**config.mk**
```make
export PLATFORM = sky130hd
export DESIGN_NAME = pointer_motion_accelerator
export DESIGN_NICKNAME = d
export VERILOG_FILES = /design/src/rtl/pma_pkg.sv /design/src/rtl/pma_classify.sv /design/src/rtl/pma_accum.sv /design/src/rtl/pointer_motion_accelerator.sv
export SDC_FILE = /design/constraint.sdc
export NUM_CORES = 2
export LEC_CHECK = 0
export BUFFER_PORTS_ARGS = -buffer_cell sky130_fd_sc_hd__clkbuf_2
export CAP_MARGIN = 0
export CORE_AREA = 5 5 360 362
export CTS_CLUSTER_DIAMETER = 200
export DETAILED_ROUTE_END_ITERATION = 7
export DIE_AREA = 0 0 365 367
export GPL_ROUTABILITY_DRIVEN = 1
export GPL_TIMING_DRIVEN = 0
export PLACE_DENSITY_LB_ADDON = 0.1
export SLEW_MARGIN = 20
export SYNTH_ARGS = -nofsm -noshare
export SYNTH_HDL_FRONTEND = slang
export SYNTH_SLANG_ARGS = --single-unit
```
**constraint.sdc**
```tcl
create_clock -name clk -period 9.1 [get_ports clk]
set_input_delay 0.455 -clock clk [delete_from_list [all_inputs] [get_ports clk]]
set_output_delay 0.455 -clock clk [all_outputs]
set_load 0.01 [all_outputs]
```
**src/rtl/pma_pkg.sv**
```systemverilog
// ----------------------------------------------------------------------------
// pma_pkg: shared types and constants
// Opcodes, register indexes, field widths and the pipeline stage records
// of the pointer motion accelerator.
// ----------------------------------------------------------------------------
package pma_pkg;

  localparam int DELTA_W  = 16;
  localparam int MASK_W   = 32;
  localparam int GAIN_W   = 12;
  localparam int THRESH_W = 8;
  localparam int ACC_W    = 32;
  localparam int MOTION_W = 24;
  localparam int CFG_IDX_W  = 1;
  localparam int CFG_DATA_W = 12;

  localparam logic [GAIN_W-1:0]   SPEED_GAIN_RST     = 12'h299;
  localparam logic [THRESH_W-1:0] FAST_THRESHOLD_RST = 8'h10;
  localparam logic [GAIN_W:0]     UNIT_GAIN          = 13'd256;

  typedef enum logic [1:0] {
    OP_START        = 2'd0,
    OP_MOTION       = 2'd1,
    OP_READ_MOTION  = 2'd2,
    OP_READ_BUTTONS = 2'd3
  } opcode_t;

  typedef enum logic [CFG_IDX_W-1:0] {
    CFG_SPEED_GAIN     = 1'd0,
    CFG_FAST_THRESHOLD = 1'd1
  } cfg_index_t;

  typedef struct packed {
    opcode_t                    op;
    logic signed [DELTA_W-1:0]  dx;
    logic signed [DELTA_W-1:0]  dy;
    logic signed [DELTA_W-1:0]  dz;
    logic        [MASK_W-1:0]   mask;
  } item_t;

  typedef struct packed {
    item_t item;
    logic  fast;
  } classed_t;

endpackage

```
**src/rtl/pma_classify.sv**
```systemverilog
// ----------------------------------------------------------------------------
// pma_classify: input register and speed classification
// Holds the accepted item and decides whether its x/y magnitude is above
// the fast threshold.
// ----------------------------------------------------------------------------
module pma_classify
  import pma_pkg::*;
(
  input  logic                clk,
  input  logic                rst_n,
  input  logic                in_valid,
  output logic                in_ready,
  input  item_t               in_item,
  input  logic [THRESH_W-1:0] fast_threshold,
  output logic                s1_valid,
  input  logic                s2_ready,
  output classed_t            s1_out
);

  logic  s1_valid_r, s1_valid_nxt;
  item_t s1_item_r;

  logic signed [2*DELTA_W-1:0]   sq_x, sq_y;
  logic        [2*DELTA_W:0]     mag;
  logic        [2*THRESH_W-1:0]  lim;
  logic                          in_xfer;

  assign in_ready = !s1_valid_r || s2_ready;
  assign in_xfer  = in_valid && in_ready;

  always_comb begin
    if (in_xfer) begin
      s1_valid_nxt = 1'b1;
    end else if (s2_ready) begin
      s1_valid_nxt = 1'b0;
    end else begin
      s1_valid_nxt = s1_valid_r;
    end
  end

  always_ff @(posedge clk) begin
    if (!rst_n) begin
      s1_valid_r <= 1'b0;
    end else begin
      s1_valid_r <= s1_valid_nxt;
    end
  end

  always_ff @(posedge clk) begin
    if (in_xfer) begin
      s1_item_r <= in_item;
    end
  end

  // squares are never negative, so their unsigned sum is exact
  always_comb begin
    sq_x = s1_item_r.dx * s1_item_r.dx;
    sq_y = s1_item_r.dy * s1_item_r.dy;
    mag  = {1'b0, $unsigned(sq_x)} + {1'b0, $unsigned(sq_y)};
    lim  = fast_threshold * fast_threshold;
  end

  assign s1_valid    = s1_valid_r;
  assign s1_out.item = s1_item_r;
  assign s1_out.fast = mag > {{(2*DELTA_W+1-2*THRESH_W){1'b0}}, lim};

endmodule

```
**src/rtl/pma_accum.sv**
```systemverilog
// ----------------------------------------------------------------------------
// pma_accum: gain, saturating accumulators and result register
// Scales the deltas, updates the motion and button state in item order and
// holds the read result until it is taken.
// ----------------------------------------------------------------------------
module pma_accum
  import pma_pkg::*;
(
  input  logic                        clk,
  input  logic                        rst_n,
  input  logic                        s1_valid,
  output logic                        s2_ready,
  input  classed_t                    s1_in,
  input  logic [GAIN_W-1:0]           speed_gain,
  output logic                        out_valid,
  input  logic                        out_ready,
  output logic signed [MOTION_W-1:0]  out_motion_x,
  output logic signed [MOTION_W-1:0]  out_motion_y,
  output logic signed [MOTION_W-1:0]  out_motion_z,
  output logic        [MASK_W-1:0]    out_buttons_held
);

  localparam int PROD_W = DELTA_W + GAIN_W + 2;

  function automatic logic signed [ACC_W-1:0] sat_add(
    input logic signed [ACC_W-1:0]  acc,
    input logic signed [PROD_W-1:0] add
  );
    logic signed [ACC_W:0] sum;
    sum = {acc[ACC_W-1], acc} + {{(ACC_W+1-PROD_W){add[PROD_W-1]}}, add};
    if (sum[ACC_W] != sum[ACC_W-1]) begin
      sat_add = sum[ACC_W] ? {1'b1, {(ACC_W-1){1'b0}}} : {1'b0, {(ACC_W-1){1'b1}}};
    end else begin
      sat_add = sum[ACC_W-1:0];
    end
  endfunction

  // divide by 256 truncating toward zero: bias negatives before the shift
  function automatic logic signed [MOTION_W-1:0] scale_out(
    input logic signed [ACC_W-1:0] acc
  );
    logic signed [ACC_W-1:0] biased;
    biased = acc + (acc[ACC_W-1] ? ACC_W'(255) : ACC_W'(0));
    scale_out = biased[ACC_W-1:ACC_W-MOTION_W];
  endfunction

  logic     s2_valid_r, s2_valid_nxt;
  classed_t s2_r;

  logic signed [ACC_W-1:0]  acc_x_r, acc_y_r, acc_z_r;
  logic signed [ACC_W-1:0]  acc_x_nxt, acc_y_nxt, acc_z_nxt;
  logic        [MASK_W-1:0] union_r, union_nxt;

  logic                       out_valid_r, out_valid_nxt;
  logic signed [MOTION_W-1:0] mx_r, my_r, mz_r, mx_nxt, my_nxt, mz_nxt;
  logic        [MASK_W-1:0]   held_r, held_nxt;

  logic                       has_result, s2_fire, result_fire;
  logic signed [GAIN_W+1:0]   gain;
  logic signed [PROD_W-1:0]   px, py, pz;

  assign has_result  = (s2_r.item.op == OP_READ_MOTION) ||
                       (s2_r.item.op == OP_READ_BUTTONS);
  assign s2_fire     = s2_valid_r && (!has_result || !out_valid_r || out_ready);
  assign result_fire = s2_fire && has_result;
  assign s2_ready    = !s2_valid_r || s2_fire;

  always_comb begin
    if (s1_valid && s2_ready) begin
      s2_valid_nxt = 1'b1;
    end else if (s2_fire) begin
      s2_valid_nxt = 1'b0;
    end else begin
      s2_valid_nxt = s2_valid_r;
    end
  end

  always_comb begin
    gain = s2_r.fast ? {2'b00, speed_gain} : {1'b0, UNIT_GAIN};
    px   = s2_r.item.dx * gain;
    py   = s2_r.item.dy * gain;
    pz   = s2_r.item.dz * gain;
  end

  always_comb begin
    acc_x_nxt = acc_x_r;
    acc_y_nxt = acc_y_r;
    acc_z_nxt = acc_z_r;
    union_nxt = union_r;
    mx_nxt    = mx_r;
    my_nxt    = my_r;
    mz_nxt    = mz_r;
    held_nxt  = held_r;
    if (s2_fire) begin
      unique case (s2_r.item.op)
        OP_START: begin
          union_nxt = '0;
        end
        OP_MOTION: begin
          acc_x_nxt = sat_add(acc_x_r, px);
          acc_y_nxt = sat_add(acc_y_r, py);
          acc_z_nxt = sat_add(acc_z_r, pz);
          union_nxt = union_r | s2_r.item.mask;
        end
        OP_READ_MOTION: begin
          mx_nxt    = scale_out(acc_x_r);
          my_nxt    = scale_out(acc_y_r);
          mz_nxt    = scale_out(acc_z_r);
          held_nxt  = union_r;
          acc_x_nxt = '0;
          acc_y_nxt = '0;
          acc_z_nxt = '0;
        end
        OP_READ_BUTTONS: begin
          mx_nxt   = '0;
          my_nxt   = '0;
          mz_nxt   = '0;
          held_nxt = union_r;
        end
        default: begin
          union_nxt = union_r;
        end
      endcase
    end
  end

  always_comb begin
    if (result_fire) begin
      out_valid_nxt = 1'b1;
    end else if (out_ready) begin
      out_valid_nxt = 1'b0;
    end else begin
      out_valid_nxt = out_valid_r;
    end
  end

  always_ff @(posedge clk) begin
    if (!rst_n) begin
      s2_valid_r  <= 1'b0;
      out_valid_r <= 1'b0;
      acc_x_r     <= '0;
      acc_y_r     <= '0;
      acc_z_r     <= '0;
      union_r     <= '0;
    end else begin
      s2_valid_r  <= s2_valid_nxt;
      out_valid_r <= out_valid_nxt;
      acc_x_r     <= acc_x_nxt;
      acc_y_r     <= acc_y_nxt;
      acc_z_r     <= acc_z_nxt;
      union_r     <= union_nxt;
    end
  end

  always_ff @(posedge clk) begin
    if (s1_valid && s2_ready) begin
      s2_r <= s1_in;
    end
    mx_r   <= mx_nxt;
    my_r   <= my_nxt;
    mz_r   <= mz_nxt;
    held_r <= held_nxt;
  end

  assign out_valid        = out_valid_r;
  assign out_motion_x     = mx_r;
  assign out_motion_y     = my_r;
  assign out_motion_z     = mz_r;
  assign out_buttons_held = held_r;

endmodule

```
**src/rtl/pointer_motion_accelerator.sv**
```systemverilog
// ----------------------------------------------------------------------------
// pointer_motion_accelerator: threshold pointer acceleration
// Accelerates and accumulates motion reports; returns scaled motion and the
// button union on reads. Holds the two configuration registers.
// ----------------------------------------------------------------------------
// Throughput: one item per cycle when the result side keeps up.
// Path: a read result goes through the input register and magnitude compare,
// then the stage-2 register, gain multiply and accumulate, into the result
// register.
// The magnitude multiplies and the gain multiplies sit in separate stages.
// Reset: accumulators, button union and valid flags clear; gain 665, threshold 16.
module pointer_motion_accelerator
  import pma_pkg::*;
(
  input  logic                        clk,
  input  logic                        rst_n,
  input  logic                        in_valid,
  output logic                        in_ready,
  input  logic        [1:0]           in_opcode,
  input  logic signed [DELTA_W-1:0]   in_delta_x,
  input  logic signed [DELTA_W-1:0]   in_delta_y,
  input  logic signed [DELTA_W-1:0]   in_delta_z,
  input  logic        [MASK_W-1:0]    in_button_mask,
  output logic                        out_valid,
  input  logic                        out_ready,
  output logic signed [MOTION_W-1:0]  out_motion_x,
  output logic signed [MOTION_W-1:0]  out_motion_y,
  output logic signed [MOTION_W-1:0]  out_motion_z,
  output logic        [MASK_W-1:0]    out_buttons_held,
  input  logic                        cfg_valid,
  output logic                        cfg_ready,
  input  logic        [CFG_IDX_W-1:0] cfg_index,
  input  logic        [CFG_DATA_W-1:0] cfg_data
);

  logic [GAIN_W-1:0]   speed_gain_r, speed_gain_nxt;
  logic [THRESH_W-1:0] fast_threshold_r, fast_threshold_nxt;

  item_t    in_item;
  classed_t s1_out;
  logic     s1_valid, s2_ready;

  assign cfg_ready = 1'b1;

  always_comb begin
    speed_gain_nxt     = speed_gain_r;
    fast_threshold_nxt = fast_threshold_r;
    if (cfg_valid) begin
      unique case (cfg_index_t'(cfg_index))
        CFG_SPEED_GAIN:     speed_gain_nxt     = cfg_data[GAIN_W-1:0];
        CFG_FAST_THRESHOLD: fast_threshold_nxt = cfg_data[THRESH_W-1:0];
        default:            speed_gain_nxt     = speed_gain_r;
      endcase
    end
  end

  always_ff @(posedge clk) begin
    if (!rst_n) begin
      speed_gain_r     <= SPEED_GAIN_RST;
      fast_threshold_r <= FAST_THRESHOLD_RST;
    end else begin
      speed_gain_r     <= speed_gain_nxt;
      fast_threshold_r <= fast_threshold_nxt;
    end
  end

  assign in_item.op   = opcode_t'(in_opcode);
  assign in_item.dx   = in_delta_x;
  assign in_item.dy   = in_delta_y;
  assign in_item.dz   = in_delta_z;
  assign in_item.mask = in_button_mask;

  pma_classify u_classify (
    .clk            (clk),
    .rst_n          (rst_n),
    .in_valid       (in_valid),
    .in_ready       (in_ready),
    .in_item        (in_item),
    .fast_threshold (fast_threshold_r),
    .s1_valid       (s1_valid),
    .s2_ready       (s2_ready),
    .s1_out         (s1_out)
  );

  pma_accum u_accum (
    .clk              (clk),
    .rst_n            (rst_n),
    .s1_valid         (s1_valid),
    .s2_ready         (s2_ready),
    .s1_in            (s1_out),
    .speed_gain       (speed_gain_r),
    .out_valid        (out_valid),
    .out_ready        (out_ready),
    .out_motion_x     (out_motion_x),
    .out_motion_y     (out_motion_y),
    .out_motion_z     (out_motion_z),
    .out_buttons_held (out_buttons_held)
  );

endmodule

```
==> key figures <==
Run status
  – Outcome: complete, but fails checks
  – Violated checks: negative setup slack

Drt
  – Routed WL: 172 mm
  – Vias/cell: ~5.3
  – Avg WL per Cell: 19.6 um
  – Pre-Repair DR Iteration Count: 5
  – Vias: roughly 47000
  – Drc violations: 0
  – Antenna violation net count after detailed routing: 0
  – Initial DRC count: ~3200

Yosys
  – Main combinational cell family by area after synthesis: adder cells
  – FF+latch count, synth: between 400 and 500
  – Leading area contributor after synthesis: fa_1
  – Register area share after synthesis: 0.178
  – Gate Count Post-Synth: 6645
  – Mapped cell area: 0.0624 mm2
  – Most used flip-flop cell after synthesis: edfxtp_1
  – Synth Area in Compound Gates: 0.0901
  – Mux cell area share after synthesis: 0.00156
  – Distinct cells, synth: 81
  – YS warnings: 0
  – Synth top area share: 0.333
  – EDFF count, synth: 269
  – Simple-gate share of the synthesized area: 0.138
  – FFs w/ async S/R, synth: 0
  – Synth Area in Adders: 0.447
  – Synth area leaders: fa_1 33%, edfxtp_1 13%, ha_1 11%
  – Avg Inst Size Synth: around 9.4 um2
  – Xor/xnor cell area share of the yosys netlist: 0.0473

Timing
  – Post-route setup slack: -0.156 ns
  – Fin crit share: 1.02
  – RSZ-0062 raised after global routing: true
  – Max_slew headroom: 0.349
  – Slew @ Worst Pin: 0.970 ns
  – Hold Vio Cnt, Final: 0
  – Fmax: between 100 and 150 MHz
  – Slew Viols, Final: 0
  – Final worst path period need: 9.26 ns
  – Hold WS: 0.0305 ns
  – Clock skew: roughly 0.041 ns
  – Final setup fails: 1

Hold path
  – Hold path startpoint: in_delta_z[1]
  – Worst Hold Class: in -> reg

GRT
  – Vias in the first global route: 48600
  – Initial antenna violation count: 6
  – Total gr overflow: 0
  – Largest net degree at the start of global routing: roughly 60
  – GR Util All Layers: 0.260
  – First-pass GRT wire length: approximately 270 mm

Floorplanning
  – Row Count: 131
  – Core Box Area: 0.126 mm2
  – Starting Density: 0.494
  – Die area: 0.134 mm2
  – Die X: 365 um
  – Die H: 367 um
  – Num ports: 207

Setup path
  – Most used cell, CP: fa_1
  – Reg-to-reg startpoint: u_classify.s1_out[75]
  – Startpoint Class: flop
  – Crit path from: u_classify.s1_out[75]
  – CP arrival: between 9 and 10 ns
  – WP buf/inv: 6
  – Setup crit end kind: flop
  – Crit-path max FO: 5
  – Max stage delay on crit path: 0.59 ns
  – Crit Path Class: reg -> reg
  – Family with the most delay on the worst path: adder cells
  – Slowest cell on crit path: fa_1
  – Critical path data required time: between 9 and 10 ns

Placed design
  – Port buffer count: 204
  – DP Wirelength: 140 mm
  – Routability-driven placement congestion ratio: 0.969
  – DP Area: 0.0658 mm2

Clock tree
  – CTS sink count: between 400 and 500
  – Clock Root Buffer: clkbuf_16
  – Worst-skew pair later-pin latency: between 0.6 and 0.7 ns
  – CTS tree: done
  – Clock Tree Buf Depth: 3
  – Clock-pin slew on the worst setup and hold paths: 0.06 ns
  – Cts bufs inserted: 47
  – Htree depth: 2

Layout
  – Nets: 8759
  – Post-Layout Inst Area: 0.0696 mm2
  – Fraction of layout cells with a size suffix above 1: 0.0906
  – P&R area growth vs syn: 11.5%

Run
  – Max Cap Viol: 0
sequential cells by signal (all words and copies together) (netlist names):
| signal | count |
|---|---|
| u_accum.s2_r | 83 |
| u_classify.s1_out | 82 |
| u_accum.acc_x_r | 32 |
| u_accum.acc_y_r | 32 |
| u_accum.acc_z_r | 32 |
| u_accum.out_buttons_held | 32 |
| u_accum.union_r | 32 |
| u_accum.out_motion_x | 24 |
| u_accum.out_motion_y | 24 |
| u_accum.out_motion_z | 24 |
| speed_gain_r | 12 |
| fast_threshold_r | 8 |
| u_accum.out_valid | 1 |
| u_accum.s2_valid_r | 1 |
| u_classify.s1_valid | 1 |
cell usage in the layout, fill, tap and decap left out, types with 17 or more instances in the layout:
cell type,n
inv_1,1360
fa_1,1029
nand2_1,669
ha_1,557
nor2_1,312
and3_1,285
edfxtp_1,269
a21oi_1,248
xnor2_1,229
clkbuf_2,228
and2_1,146
dfxtp_1,145
clkbuf_1,142
o21ai_0,114
a21o_1,113
buf_4,111
xor2_1,103
nand3_1,83
o21ai_1,59
nor2b_1,55
nand2b_1,50
clkbuf_16,47
nor3_1,46
dlygate4sd3_1,46
o21a_1,40
a221o_1,34
nand4_1,33
o21bai_1,33
clkbuf_4,30
a21boi_0,27
clkbuf_8,26
a211oi_1,24
or3_1,21
a31oi_1,18
a21boi_1,17
path summary, 6_finish.rpt:
| path | to | slack (ns) | cells past startpoint |
|---|---|---|---|
| setup / recovery | u_accum.s2_r[0] | -0.16 | 34 |
| hold / removal | u_classify.s1_out[34] | 0.03 | 1 |
| setup reg to reg | u_accum.s2_r[0] | -0.16 | 34 |
| hold reg to reg | u_accum.s2_r[36] | 0.41 | 0 |
kinds of logic (layout without fill, tap and decap cells):
family | count (synthesis) | in the layout
AO/OA/AOI/OAI | 868 | 868
XOR/XNOR | 336 | 336
adder cells (fa/ha/maj) | 1608 | 1608
buffers and inverters | 1621 | 2064
flip-flops | 420 | 420
multiplexers | 9 | 9
other | 2 | 9
AND/OR/NAND/NOR | 1781 | 1781
cell usage after synthesis, drive strengths merged, types with 14 or more instances:
master  count
o21a       40
o21ai     179
and2      157
edfxtp    269
nor2b      55
inv      1374
xnor2     231
dfxtp     151
buf        18
ha        569
fa       1039
nor2      315
clkbuf    229
or3        21
nor3       50
a221o      34
a21o      113
nand4      33
o21bai     33
a21oi     261
a211oi     29
nand2     674
nand3      84
and3      286
nand2b     50
xor2      105
a21boi     45
a31oi      21
or2        14
a211o      15
and4       14
layer usage:
metal  part of all wire  GRT usage
met1               0.43      0.360
met4              0.040     0.0874
met2               0.46      0.424
met5           0.000076          0
met3              0.061     0.0336
layout make-up:
class                      instances  area [um2]
timing repair buffer             365        2580
buffer                           238        1370
inverter                        1374        5170
multi-input combinational       4605       45700
fill                           11600       56800
sequential                       420       11100
tap                             1662        2080
antenna                            6        15.0
clock buffer                      62        1280
clock inverter                    25         287
through the flow:
step,utilization,setup WS (ns),setup TNS [ns],cells
2_1_floorplan,-,0.204,0,6646
3_3_place_gp,0.518,-2.95,-329.35,8512
3_5_place_dp,0.521,-1.87,-72.45,8523
4_1_cts,0.548,-0.231,-0.231,8752
5_1_grt,0.550,-0.627,-0.634,8754
6_report,0.550,-0.156,-0.156,8757
repair_timing:
item,4_1_cts,5_1_grt
endpoints found under the setup margin,97,95
pin swaps,60,3
setup buffers,103,2
hold endpoints to repair,46,0
gates resized for setup,226,139
hold buffers,46,0
Power is left out: the tool's default activity adds up to more than one toggle a clock period on the data nets, which glitch-free logic cannot reach.
